$ cat config.mk
export PLATFORM = sky130hd
export DESIGN_NAME = sfd_back_flat
export DESIGN_NICKNAME = d
export VERILOG_FILES = /design/src/hw/rtl/sfd_pkg.sv /design/src/hw/rtl/sfd_res_if.sv /design/src/hw/rtl/sfd_back.sv /design/src/flat_wrapper.sv
export SDC_FILE = /design/constraint.sdc
export NUM_CORES = 1
export LEC_CHECK = 0
export ABC_CLOCK_PERIOD_IN_PS = 3400
export BUFFER_PORTS_ARGS = -buffer_cell sky130_fd_sc_hd__buf_2
export CAP_MARGIN = 20
export CORE_MARGIN = 2
export CORE_UTILIZATION = 50
export DETAILED_ROUTE_END_ITERATION = 16
export PLACE_DENSITY = 0.89
export SLEW_MARGIN = 20
export SYNTH_ARGS = -nofsm -noshare
export SYNTH_HDL_FRONTEND = slang
export SYNTH_SLANG_ARGS = --single-unit
$ cat constraint.sdc
create_clock -name clk -period 3.4 [get_ports clk]
set_clock_uncertainty 0.1 [all_clocks]
set_input_delay 0.17 -clock clk [delete_from_list [all_inputs] [get_ports clk]]
set_output_delay 0.17 -clock clk [all_outputs]
set_load 0.01 [all_outputs]
$ cat src/hw/rtl/sfd_pkg.sv
// Package for the serial frame deframer and checker.
// Frame limits, command codes, status codes and the record passed front to back.
// Used by sfd_front, sfd_queue, sfd_back, the top level and the bench.
`default_nettype none

package sfd_pkg;

	localparam int MaxFrameLength = 16;
	localparam int MinFrameLength = 5;
	localparam int LenOffset      = 3;
	localparam int BodyDepth      = MaxFrameLength - LenOffset;
	localparam int CntW           = $clog2(BodyDepth + 1);
	localparam int PayloadMax     = 9;
	localparam int StoreDepth     = PayloadMax + 1;
	localparam int StoreIdxW      = $clog2(StoreDepth);
	localparam int QueueDepth     = 2;
	localparam int QPtrW          = $clog2(QueueDepth);
	localparam int QCntW          = $clog2(QueueDepth + 1);

	localparam logic [7:0] PreambleA = 8'hAA;
	localparam logic [7:0] PreambleB = 8'h55;

	localparam logic [7:0] CmdC2 = 8'hC2;
	localparam logic [7:0] CmdC5 = 8'hC5;
	localparam logic [7:0] Cmd22 = 8'h22;

	localparam logic SideRo     = 1'b0;
	localparam logic SideFaucet = 1'b1;

	typedef logic [CntW-1:0] cnt_t;

	typedef enum logic [2:0] {
		ST_OK           = 3'd0,
		ST_BAD_LEN_BYTE = 3'd1,
		ST_BAD_CMD      = 3'd2,
		ST_BAD_LEN      = 3'd3,
		ST_BAD_FSUM     = 3'd4,
		ST_BAD_PSUM     = 3'd5
	} status_t;

	typedef struct packed {
		logic                  bad_len_byte;
		logic [7:0]            cmd;
		logic [PayloadMax-1:0][7:0] pay;
		cnt_t                  n;
		logic [7:0]            sum;
		logic [7:0]            last;
		logic [7:0]            prev;
	} frame_rec_t;

endpackage

`default_nettype wire

$ cat src/hw/rtl/sfd_res_if.sv
// Result channel: valid/ready handshake, one checked frame status per beat.
// Depends on nothing.
`default_nettype none

interface sfd_res_if;
	logic        valid;
	logic        ready;
	logic [2:0]  status;
	logic [7:0]  command_code;
	logic [3:0]  payload_count;
	logic [63:0] payload_first_eight;
	logic [7:0]  payload_ninth;

	modport source (output valid, output status, output command_code, output payload_count,
		output payload_first_eight, output payload_ninth, input ready);
	modport sink (input valid, input status, input command_code, input payload_count,
		input payload_first_eight, input payload_ninth, output ready);
endinterface

`default_nettype wire

$ cat src/hw/rtl/sfd_back.sv
// Back end: checks command, length and checksums, one record per cycle unless
// res stalls. Drives the registered result channel; uses sfd_pkg, sfd_res_if.
`default_nettype none

module sfd_back (
	input  wire                 clk,
	input  wire                 arst_n,
	input  wire                 sender_side,
	input  wire                 pop_valid,
	output logic                pop_ready,
	input  sfd_pkg::frame_rec_t pop_rec,
	sfd_res_if.source           res
);

	typedef enum logic [1:0] {
		PM_NONE,
		PM_LESS_FIRST,
		PM_FULL
	} pmode_t;

	logic             valid_q;
	sfd_pkg::status_t status_q;
	logic [7:0]       cmd_q;
	logic [3:0]       count_q;
	logic [63:0]      first8_q;
	logic [7:0]       ninth_q;

	sfd_pkg::status_t st;
	logic [3:0]       cnt_o;
	logic [63:0]      first8;
	logic [7:0]       ninth;
	logic             cmd_ok;
	sfd_pkg::cnt_t    want;
	pmode_t           pmode;
	logic [7:0]       ovh;
	sfd_pkg::cnt_t    net;
	sfd_pkg::cnt_t    plen;
	logic [7:0]       base;
	logic [7:0]       fsum;
	logic [7:0]       psum;
	logic             take;

	assign pop_ready = !valid_q || res.ready;
	assign take      = pop_valid && pop_ready;

	always_comb begin
		cmd_ok = 1'b1;
		want   = '0;
		pmode  = PM_NONE;
		if (sender_side == sfd_pkg::SideRo) begin
			if (pop_rec.cmd == sfd_pkg::CmdC2) begin
				want = sfd_pkg::cnt_t'(3);
				pmode = PM_FULL;
			end else if (pop_rec.cmd == sfd_pkg::CmdC5) begin
				want = sfd_pkg::cnt_t'(8);
				pmode = PM_NONE;
			end else if (pop_rec.cmd == sfd_pkg::Cmd22) begin
				want = sfd_pkg::cnt_t'(9);
				pmode = PM_LESS_FIRST;
			end else begin
				cmd_ok = 1'b0;
			end
		end else begin
			if (pop_rec.cmd == sfd_pkg::Cmd22) begin
				want = sfd_pkg::cnt_t'(8);
				pmode = PM_FULL;
			end else begin
				cmd_ok = 1'b0;
			end
		end

		ovh  = (pmode == PM_NONE) ? 8'd5 : 8'd6;
		net  = (pmode == PM_NONE) ? sfd_pkg::cnt_t'(2) : sfd_pkg::cnt_t'(3);
		plen = pop_rec.n - net;
		base = pop_rec.sum - pop_rec.cmd - pop_rec.last;
		if (pmode != PM_NONE) base = base - pop_rec.prev;
		fsum = 8'hAA + 8'h55 + ovh + 8'(plen) + pop_rec.cmd + base;
		psum = (pmode == PM_LESS_FIRST) ? (base - pop_rec.pay[0]) : base;

		for (int i = 0; i < 8; i++) begin
			first8[8*i +: 8] = (sfd_pkg::cnt_t'(i) < plen) ? pop_rec.pay[i] : 8'h00;
		end
		ninth = (plen > sfd_pkg::cnt_t'(8)) ? pop_rec.pay[8] : 8'h00;
		cnt_o = 4'(plen);

		if (pop_rec.bad_len_byte) begin
			st = sfd_pkg::ST_BAD_LEN_BYTE;
		end else if (!cmd_ok) begin
			st = sfd_pkg::ST_BAD_CMD;
		end else if (pop_rec.n < net || plen != want) begin
			st = sfd_pkg::ST_BAD_LEN;
		end else if (fsum != pop_rec.last) begin
			st = sfd_pkg::ST_BAD_FSUM;
		end else if (pmode != PM_NONE && psum != pop_rec.prev) begin
			st = sfd_pkg::ST_BAD_PSUM;
		end else begin
			st = sfd_pkg::ST_OK;
		end

		if (st == sfd_pkg::ST_BAD_LEN_BYTE || st == sfd_pkg::ST_BAD_CMD
				|| st == sfd_pkg::ST_BAD_LEN) begin
			cnt_o  = '0;
			first8 = '0;
			ninth  = '0;
		end
	end

	always_ff @(posedge clk or negedge arst_n) begin
		if (!arst_n) begin
			valid_q <= 1'b0;
		end else if (take) begin
			valid_q <= 1'b1;
		end else if (res.ready) begin
			valid_q <= 1'b0;
		end
	end

	always_ff @(posedge clk) begin
		if (take) begin
			status_q <= st;
			cmd_q    <= pop_rec.bad_len_byte ? 8'h00 : pop_rec.cmd;
			count_q  <= cnt_o;
			first8_q <= first8;
			ninth_q  <= ninth;
		end
	end

	assign res.valid               = valid_q;
	assign res.status              = status_q;
	assign res.command_code        = cmd_q;
	assign res.payload_count       = count_q;
	assign res.payload_first_eight = first8_q;
	assign res.payload_ninth       = ninth_q;

endmodule

`default_nettype wire

$ cat src/flat_wrapper.sv
// flat-port wrapper written by rule: the top's interface ports become plain ports
module sfd_back_flat 
  (clk, arst_n, sender_side, pop_valid, pop_ready, pop_rec, res_valid, res_status, res_command_code, res_payload_count, res_payload_first_eight, res_payload_ninth, res_ready);
  sfd_res_if res_i ();
  input  wire clk;
  input  wire arst_n;
  input  wire sender_side;
  input  wire pop_valid;
  output logic pop_ready;
  input  sfd_pkg::frame_rec_t pop_rec;
  output wire logic [$bits(res_i.valid)-1:0] res_valid;
  output wire logic [$bits(res_i.status)-1:0] res_status;
  output wire logic [$bits(res_i.command_code)-1:0] res_command_code;
  output wire logic [$bits(res_i.payload_count)-1:0] res_payload_count;
  output wire logic [$bits(res_i.payload_first_eight)-1:0] res_payload_first_eight;
  output wire logic [$bits(res_i.payload_ninth)-1:0] res_payload_ninth;
  input wire logic [$bits(res_i.ready)-1:0] res_ready;
  assign res_valid = res_i.valid;
  assign res_status = res_i.status;
  assign res_command_code = res_i.command_code;
  assign res_payload_count = res_i.payload_count;
  assign res_payload_first_eight = res_i.payload_first_eight;
  assign res_payload_ninth = res_i.payload_ninth;
  assign res_i.ready = res_ready;
  sfd_back u_core (.clk(clk), .arst_n(arst_n), .sender_side(sender_side), .pop_valid(pop_valid), .pop_ready(pop_ready), .pop_rec(pop_rec), .res(res_i));
endmodule
==> results of run 1 <==
==> worst reg2reg max path, cell delays in order (launching register included) <==
cell	delay (ns)
dfrtp_1	0.41
nand2b_1	0.14
and2_4	0.41
buf_16	0.32
==> path summary, 6_finish.rpt <==
check                            startpoint                            endpoint  slack [ns]  cells after the start
max                              pop_rec[8]                u_core.res.status[0]       -1.78                     23
min                                  arst_n                    u_core.res.valid        0.03                      2
max reg2reg                u_core.res.valid  u_core.res.payload_first_eight[23]        1.65                      3
min reg2reg                u_core.res.valid                    u_core.res.valid        0.52                      2
max in group asynchronous            arst_n                    u_core.res.valid        3.09                      2
min in group clk                pop_rec[42]  u_core.res.payload_first_eight[14]        0.03                      2
==> stage by stage <==
stage | hold WS, ns | TNS [ns] | std cells | instance area, um2 | utilization (%)
6_report | 0.0254 | -3.51 | 921 | 8010 | 74.2
5_1_grt | 0.00558 | -3.73 | 921 | 8010 | 74.2
4_1_cts | 0.00126 | -3.37 | 916 | 7810 | 72.4
3_5_place_dp | -0.151 | -27.93 | 885 | 7420 | 68.8
3_3_place_gp | -0.153 | -18.54 | 885 | 7420 | 68.8
2_1_floorplan | -0.226 | -3.51 | 475 | 5650 | -
==> registers in the layout, summed over array words and instances, names as in the netlist <==
signal / flops
u_core.res.valid: 1
u_core.res.payload_count: 4
u_core.res.payload_ninth: 8
u_core.res.payload_first_eight: 64
u_core.res.status: 3
u_core.res.command_code: 8
==> cell families after synthesis <==
family,after synthesis,share of synthesized area (%)
xor gates and xnor gates,48,7.86
AOI/OAI and AO/OA,63,7.68
and+or+nand+nor,155,16.1
buffers and inverters,54,3.87
other,1,0.0679
adders and majority gates,56,14.4
muxes,10,2.20
DFF,88,47.7
==> cells in the final DEF, fill, tap and decap left out, types with 14 or more instances in the layout <==
master / Yosys / final
and2_1: 31 / 30
dlygate4sd3_1: 0 / 14
and3_1: 40 / 40
xnor2_1: 35 / 32
buf_2: 0 / 201
buf_4: 1 / 82
inv_1: 39 / 39
ha_1: 43 / 31
nor2_1: 28 / 28
edfxtp_1: 87 / 87
==> per-layer routing <==
metal	GRT usage, %	part of all wire [%]	vias to the layer above
met5	0	0	-
met4	13.9	4.2	0
li1	-	-	2297
met3	5.50	7.8	54
met1	29.5	36	2346
met2	50.1	52	256
==> power breakdown <==
part / total (uW) / internal [uW] / switching (uW)
Combinational: 2600 / 1350 / 1250
Sequential: 1250 / 1240 / 12.1
Clock: 589 / 258 / 332
Total: 4440 / 2850 / 1590
==> area by class of cell <==
cell class                 count  area, um2  share of cell area [%]
inverter                      40        150                    1.87
clock buffer                  11        131                    1.64
clock inverter                 5       23.8                   0.297
timing repair buffer         303       1890                    23.6
sequential                    88       2640                    32.9
antenna                        1       2.50                  0.0312
multi-input combinational    333       3000                    37.5
tap                          140        175                    2.19
==> timing repair <==
action | in CTS | in global routing
hold buffers | 14 | 0
buffers inserted | 1 | 2
hold endpoints to repair | 14 | 0
resized for setup | 13 | 20
gates cloned | 0 | 1
pin swaps | 9 | 3
endpoints found under the setup margin | 16 | 68
==> flow_summary_export.csv, run 1 <==
group,metric,value,unit
status,outcome,"finished with violations",
status,violations_in_the_final_reports,"setup timing",
floorplan,rows,38,
worst_setup_path,worstPathArrival,5.17,ns
timing,max-slew-margin-rel,40.9,%
timing,fmax,193,MHz
drt,drt_first_pass_iters,5,
timing,fin_crit_sh,152,%
yosys,synth.cells.most_frequent,"edfxtp_1, ha_1, and3_1, inv_1, xnor2_1",
cells_and_area,syn2layout_area_growth,45.0,%
yosys,number_of_synthesized_flops_with_an_enable_pin,87,
yosys,avgSynthCellArea,11.6,um2
worst_setup_path,cpLargestDelayFamily,"adder cells",
floorplan,io_pins,203,
floorplan,floorplan.core_area,10800,um2
worst_setup_path,endpoint_kind,"flip-flop",
drt,drt-wirelength-per-cell,18.1,um
timing,final_period_minus_worst_setup_slack,5.18,ns
placed_design,gp_congestion,0.941,
drt,drt_first_iter_violations,347,
min_path,timing.hold.worst.class,"input port to async pin",
placed_design,port_buffers,202,
yosys,postSynthRegisterBits,88,
yosys,total_nets_after_synthesis,645,
cts,clock_pin_transition_on_the_worst_setup_and_hold_timing_paths,0.08,ns
yosys,ys_types,55,
timing,rsz0062_at_grt,"yes",
global_route,global_route.usage.total,27.3,%
global_route,grt_pass1_wl,24.5,mm
yosys,post_synth_main_area_contributors,"edfxtp_1, ha_1, xnor2_1, fa_1, and3_1",
cts,total_cts_buffers,9,
timing,finalSetupViolCount,2,
worst_setup_path,crit_type,"input port to flip-flop",
pwr,cell_area_power_density,554,nW/um2
worst_setup_path,cp_cell_sequence,"buf_8, fa_1, inv_1, ha_2, or2_4, fa_2, a211o_1, a22oi_2, ha_4, or2_2, o21ai_2, xnor2_1, nand2_1, nand2_2, ha_4, ha_4, ha_4, or4_4, o311ai_4, nor3_2, xnor2_1, nor3_2, a311o_1",
yosys,post_synth_inst_count,475,
yosys,yosysMostFrequentCell,"edfxtp_1",
global_route,grt_remaining_overflow,0,
cts,max_buffers_root_to_sink,2,
job,timing.max_cap.violations,0,
cts,cts_root_buf,"clkbuf_8",
pwr,ir_worst_vdd,0.000496,V
drt,wirelength,16.7,mm
timing,final_hold_viol_count,0,
floorplan,die_w,109,um
timing,tightest_slew,0.880,ns
drt,route.antenna.remaining_nets,0,
worst_setup_path,path_max_fanout,3,
pwr,finalPower,4440,uW
yosys,synthesis.yosys.warnings,0,
timing,final.setup.worst_slack,-1.78,ns
timing,report.final.slew_viol_count,0,
cells_and_area,fill_cells,710,
global_route,grt_start_max_net_pins,88,
global_route,antenna_violations_before_repair,1,
yosys,netlist_area,5530,um2
yosys,ys.flop_type,"edfxtp_1",
pwr,static-leakage-power,0.00380,uW
worst_setup_path,slowest_delay,0.56,ns
worst_setup_path,start_kind,"input port",
worst_setup_path,cpMaxStageDelayCell,"fa_1",
cells_and_area,drive_above_1_share,45.5,%
yosys,synth_top_area_share,47.3,%
yosys,synthDominantAreaCellType,"edfxtp_1",
floorplan,die_h,109,um
floorplan,initial_utilization,51.2,%
drt,detail_route.drc_violations,0,
worst_setup_path,critical_path_buf_inv_count,2,
worst_setup_path,critical_path.most_common_cell,"ha_4",
cts,cts_tree,"built",
drt,vias_per_cell,5.38,
yosys,synth-async-reset-ratio,1.14,%
cells_and_area,design.final.nets,945,
floorplan,die-area,11900,um2
placed_design,detailedPlacementHpwl,12.8,mm
placed_design,detailedPlace.worstSlack,-2.29,ns
global_route,grt_pass1_vias,4944,
cts,worst_skew_pair.late_latency,0.33,ns
cts,htree_levels,3,
drt,vias,4953,
cts,tritoncts_num_sinks,88,
yosys,synth_seq_area_share,47.7,%
worst_setup_path,worstPathRequired,3.39,ns
No activity file was read; power rests on OpenSTA's default activity.
==> inputs of run 2 (changes only) <==
--- a/config.mk
+++ b/config.mk
@@ -6,12 +6,12 @@
 export NUM_CORES = 1
 export LEC_CHECK = 0
 export ABC_CLOCK_PERIOD_IN_PS = 3400
-export BUFFER_PORTS_ARGS = -buffer_cell sky130_fd_sc_hd__buf_2
 export CAP_MARGIN = 20
 export CORE_MARGIN = 2
-export CORE_UTILIZATION = 50
+export CORE_UTILIZATION = 64
 export DETAILED_ROUTE_END_ITERATION = 16
-export PLACE_DENSITY = 0.89
+export DONT_BUFFER_PORTS = 1
+export PLACE_DENSITY = 0.88
 export SLEW_MARGIN = 20
 export SYNTH_ARGS = -nofsm -noshare
 export SYNTH_HDL_FRONTEND = slang
==> run 2 against run 1 <==
Effect of this change:
- the flow still finishes with violations (setup timing)
- total power increased by 8.7%
- via count decreased by 2.0%
- register-to-register slack got worse by 0.16 ns
- fmax decreased by 2.1%
- first-iteration DRC count increased by 78%
- sequential cell count unchanged
- non-clock buffer count decreased by 144
- largest power group unchanged
- routed wire length increased by 22%
==> flow_summary_export.csv, run 2 (synthesized netlist as in run 1, its figures left out) <==
group,metric,value,unit
cells_and_area,design.final.nets,801,
cts,cts_tree,"built",
pwr,finalPower,4820,uW
worst_setup_path,crit_type,"input port to flip-flop",
status,violations_in_the_final_reports,"setup timing",
worst_setup_path,worstPathArrival,5.30,ns
placed_design,place.detailed.instances,642,
cells_and_area,layout.cells.most_common,"edfxtp_1",
drt,drt_first_pass_iters,7,
global_route,antenna_violations_before_repair,2,
cts,cts_root_buf,"clkbuf_8",
floorplan,rows,33,
placed_design,gp_congestion,0.954,
drt,detail_route.drc_violations,0,
pwr,static-leakage-power,0.00321,uW
placed_design,port_buffers,0,
min_path,min_path_cells,2,
global_route,grt_remaining_overflow,0,
drt,drt_first_iter_violations,618,
placed_design,detailedPlace.worstSlack,-2.31,ns
min_path,timing.hold.worst.class,"input port to flip-flop",
cts,tritoncts_num_sinks,88,
cts,total_cts_buffers,9,
placed_design,detailedPlacementHpwl,11.5,mm
worst_setup_path,worstPathRequired,3.41,ns
status,outcome,"finished with violations",
timing,tightest_slew,0.991,ns
cells_and_area,final-seq-area,2640,um2
global_route,grt_start_max_net_pins,88,
global_route,grt_pass1_vias,4892,
pwr,cell_area_power_density,636,nW/um2
global_route,grt_pass1_wl,28.5,mm
timing,finalSetupViolCount,2,
drt,wirelength,20.4,mm
worst_setup_path,endpoint_kind,"flip-flop",
drt,route.antenna.remaining_nets,0,
cells_and_area,largest_register_ffs,64,
cells_and_area,final-instance-count-excl-fill,742,
global_route,global_route.usage.total,40.2,%
cells_and_area,layout.cells.most_common_list,"edfxtp_1, buf_4, dlygate4sd3_1, and3_1, inv_1",
cells_and_area,syn2layout_area_growth,37.2,%
pwr,ir_worst_vdd,0.000475,V
job,timing.max_cap.violations,0,
floorplan,floorplan.core_area,8300,um2
timing,fmax,189,MHz
drt,vias,4856,
floorplan,die_w,96.9,um
timing,max-slew-margin-rel,33.5,%
cells_and_area,fill_cells,278,
worst_setup_path,start_kind,"input port",
drt,drt-wirelength-per-cell,27.4,um
timing,report.final.slew_viol_count,0,
timing,fin_crit_sh,156,%
floorplan,die_h,96.9,um
timing,rsz0062_at_grt,"yes",
drt,vias_per_cell,6.54,
cts,clock_pin_transition_on_the_worst_setup_and_hold_timing_paths,0.09,ns
worst_setup_path,path_max_fanout,3,
floorplan,initial_utilization,66.6,%
cells_and_area,drive_above_1_share,25.3,%
cells_and_area,footprint_of_the_multi_input_gates,3050,um2
cts,htree_levels,3,
floorplan,io_pins,203,
cts,worst_skew_pair.late_latency,0.34,ns
floorplan,die-area,9390,um2
cells_and_area,final_core_util,91.4,%
timing,final.setup.worst_slack,-1.89,ns
timing,final_hold_viol_count,0,
timing,final_period_minus_worst_setup_slack,5.29,ns
cts,max_buffers_root_to_sink,2,
worst_setup_path,rr_worst_depth,3,
## run 2: what timing repair did
item	in CTS	in global routing
hold endpoints to repair	84	0
endpoints found under the setup margin	2	49
hold buffers	76	0
buffers inserted	4	3
pin swaps	31	16
gates resized for setup	28	14
## run 2: final cells by class
class                      instances  area share (%)
antenna                            1          0.0330
clock inverter                     7           0.924
sequential                        88            34.8
inverter                          40            1.98
multi-input combinational        333            40.2
clock buffer                       9            1.63
timing repair buffer             159            18.7
tap                              105            1.73
## run 2: final timing paths
check,from,to,slack (ns)
min,res_ready,u_core.res.valid,0.06
max,pop_rec[8],u_core.res.status[0],-1.89
max reg2reg,u_core.res.valid,u_core.res.payload_first_eight[35],1.49
min reg2reg,u_core.res.valid,u_core.res.valid,0.67
max in group asynchronous,arst_n,u_core.res.valid,2.60
min in group asynchronous,arst_n,u_core.res.valid,0.49
## run 2: worst max-delay path: stages
cell     delay, ns
fa_1          0.58
inv_2         0.06
ha_4          0.16
or2_4         0.23
fa_2          0.37
a211o_1       0.34
a211o_1       0.36
o21ai_2       0.11
xnor2_2       0.12
ha_1          0.34
xnor2_1       0.15
mux2_4        0.31
buf_6         0.14
ha_4          0.23
a21o_1        0.19
a31oi_2       0.21
xnor2_1       0.12
nor2_1        0.13
xnor3_1       0.27
or4_4         0.43
a311o_1       0.28
## run 2: report_power, final
| group | internal [uW] | leakage, uW | total (uW) | switching, uW |
|---|---|---|---|---|
| Sequential | 1240 | 0.000884 | 1290 | 50.2 |
| Clock | 340 | 0.0000909 | 762 | 423 |
| Combinational | 1450 | 0.00224 | 2770 | 1320 |
| Total | 3030 | 0.00321 | 4820 | 1790 |
## run 2: metrics by stage
stage	instance area (um2)	hold slack [ns]	TNS (ns)
after floorplan	5650	-0.226	-3.51
after global routing	7580	0.0449	-3.90
after CTS	7460	0.0249	-3.29
after detailed placement	6300	-0.226	-5.69
after global placement	6300	-0.226	-4.55
final	7580	0.0564	-3.72
## run 2: layer usage
layer	vias to the layer above	GRT usage [%]	part of all wire [%]	routed length (um)
met5	-	0	0.064	13
met4	2	26.3	8.2	1670
met3	128	9.32	10	2040
met2	431	68.6	48	9870
met1	2282	44.9	33	6770
li1	2013	-	-	-
==> inputs of run 3 (changes only) <==
--- a/config.mk
+++ b/config.mk
@@ -16,3 +16,4 @@
 export SYNTH_ARGS = -nofsm -noshare
 export SYNTH_HDL_FRONTEND = slang
 export SYNTH_SLANG_ARGS = --single-unit
+export TNS_END_PERCENT = 10
==> run 3 against run 2 <==
Effect of this change:
- the run still ends with setup timing left
- sequential cell count unchanged
- routed wire length increased by 24%
- via count increased by 15%
- final cell count increased by 1.5%
- fmax decreased by 4.2%
- global-route usage increased by 2.1 points
==> flow_summary_export.csv, run 3 (synthesized netlist as in run 1, its figures left out) <==
group,metric,value,unit
cts,max_buffers_root_to_sink,2,
placed_design,place.detailed.instances,642,
timing,totalNegativeSetupSlack,-4.14,ns
status,violations_in_the_final_reports,"setup timing",
timing,rsz0062_at_grt,"yes",
cells_and_area,num_antenna_cells,0,
floorplan,initial_utilization,66.6,%
min_path,min_path_cells,2,
cells_and_area,layout.cells.most_common_list,"buf_4, edfxtp_1, dlygate4sd3_1, and3_1, inv_1",
min_path,endpoint_with_the_worst_hold_slack,"u_core.res.payload_first_eight[3]",
cts,clock_pin_transition_on_the_worst_setup_and_hold_timing_paths,0.12,ns
cts,total_cts_buffers,9,
drt,route.antenna.remaining_nets,0,
cts,htree_levels,3,
worst_setup_path,rrSetupSlack,1.40,ns
pwr,power.share.switching,40.2,%
pwr,power_switching,2200,uW
drt,detail_route.drc_violations,0,
worst_setup_path,cpLargestDelayFamily,"adder cells",
worst_setup_path,slowest_delay,0.57,ns
placed_design,detailedPlace.worstSlack,-2.31,ns
floorplan,die_w,96.9,um
worst_setup_path,start_kind,"input port",
drt,drt_first_iter_violations,967,
cells_and_area,syn2layout_area_growth,43.3,%
global_route,grt_remaining_overflow,0,
drt,vias_per_cell,7.44,
worst_setup_path,cpMaxStageDelayCell,"fa_1",
timing,max-slew-margin-rel,30.6,%
cts,worst_skew_pair.late_latency,0.36,ns
worst_setup_path,worstPathRequired,3.44,ns
job,timing.max_cap.violations,0,
worst_setup_path,crit_type,"input port to flip-flop",
cts,tritoncts_num_sinks,88,
global_route,global_route.usage.total,42.3,%
global_route,grt_start_max_net_pins,88,
placed_design,detailedPlacementHpwl,11.0,mm
pwr,sequential_power_share,23.6,%
worst_setup_path,cp_cell_sequence,"fa_1, inv_1, ha_2, or2_4, fa_2, buf_6, a21o_1, nand2_2, a22oi_2, ha_4, o21ai_1, o21ai_1, o21ai_1, xnor2_1, mux2_4, buf_6, ha_4, a21o_1, a31oi_2, xnor2_1, nor2_2, xnor3_1, or4_4, a311o_1",
min_path,timing.hold.worst.class,"input port to flip-flop",
floorplan,floorplan.core_area,8300,um2
placed_design,port_buffers,0,
cells_and_area,fill_cells,176,
floorplan,die-area,9390,um2
timing,final_period_minus_worst_setup_slack,5.52,ns
timing,tightest_slew,1.01,ns
pwr,static-leakage-power,0.00332,uW
worst_setup_path,worst_r2r_endpoint,"u_core.res.payload_first_eight[19]",
timing,final_hold_viol_count,0,
pwr,ir_worst_vdd,0.000585,V
timing,fin_crit_sh,162,%
timing,fmax,181,MHz
pwr,pwr-share-clk,14.8,%
drt,wirelength,25.3,mm
timing,report.final.slew_viol_count,0,
worst_setup_path,critical_path.most_common_cell,"o21ai_1",
global_route,grt_pass1_wl,30.2,mm
worst_setup_path,critical_path_buf_inv_count,3,
cells_and_area,design.final.nets,813,
status,outcome,"finished with violations",
worst_setup_path,path_max_fanout,3,
cells_and_area,layout.cells.most_common,"buf_4",
floorplan,die_h,96.9,um
worst_setup_path,endpoint_kind,"flip-flop",
worst_setup_path,r2r-start,"u_core.res.valid",
placed_design,gp_congestion,0.987,
worst_setup_path,rr_worst_depth,3,
pwr,cell_area_power_density,691,nW/um2
pwr,cellInternalPower,3270,uW
global_route,grt_pass1_vias,5230,
drt,drt-wirelength-per-cell,33.6,um
pwr,combinationalPowerShare,61.6,%
min_path,hold_path.startpoint,"pop_rec[31]",
worst_setup_path,worstPathArrival,5.56,ns
floorplan,io_pins,203,
floorplan,rows,33,
cts,cts_tree,"built",
cts,cts_root_buf,"clkbuf_8",
timing,final.setup.worst_slack,-2.12,ns
cells_and_area,final-instance-count-excl-fill,753,
drt,vias,5601,
timing,finalSetupViolCount,2,
cells_and_area,drive_above_1_share,31.3,%
cells_and_area,largest_register_ffs,64,
drt,drt_first_pass_iters,8,
global_route,antenna_violations_before_repair,0,
## run 3: final cells by class
cell class,count,area (um2),area share (%)
multi-input combinational,333,3260,41.1
timing repair buffer,171,1540,19.4
clock inverter,4,55.1,0.696
tap,105,131,1.66
clock buffer,12,145,1.83
sequential,88,2640,33.3
inverter,40,150,1.90
## run 3: timing repair
action | in CTS | in global routing
buffers inserted | 14 | 9
setup endpoints to repair | 2 | 72
gates resized for setup | 46 | 38
hold endpoints to repair | 84 | 0
pin swaps | 37 | 42
hold buffers | 73 | 0
## run 3: how the worst max path moves through the flow
| stage | endpoint | slack (ns) | depth (start not counted) | start |
|---|---|---|---|---|
| 2_1_floorplan | u_core.res.status[0] | -1.79 | 22 | pop_rec[8] |
| 3_3_place_gp | u_core.res.status[2] | -2.11 | 23 | pop_rec[8] |
| 3_5_place_dp | u_core.res.status[0] | -2.31 | 23 | pop_rec[8] |
| 4_1_cts | u_core.res.status[0] | -1.62 | 22 | pop_rec[100] |
| 5_1_grt | u_core.res.status[0] | -2.10 | 24 | pop_rec[8] |
| 6_report | u_core.res.status[0] | -2.12 | 24 | pop_rec[8] |
## run 3: per-layer routing
metal  routed length [um]  up-vias  track usage [%]
met5                    0        -                0
met4                 2960        0             24.2
met3                 3530      298             11.8
met2                11400      766             73.3
met1                 7450     2505             46.4
li1                     -     2032                -
## run 3: power groups by stage
stage | combinational (uW) | sequential (uW) | clock (uW)
after global routing | 3440 | 1290 | 825
after detailed placement | 2120 | 1310 | 0
final | 3370 | 1290 | 809
after CTS | 2640 | 1280 | 729
after global placement | 2020 | 1310 | 0
after floorplan | 1440 | 1300 | 0
## run 3: metrics by stage
stage,util (%),power [uW],hold WS (ns),instance area [um2]
final,95.4,5470,0.0240,7920
after floorplan,-,2740,-0.226,5650
after global routing,95.4,5560,0.0308,7920
after CTS,92.1,4660,0.00855,7640
after global placement,76.2,3330,-0.226,6320
after detailed placement,76.2,3430,-0.226,6320
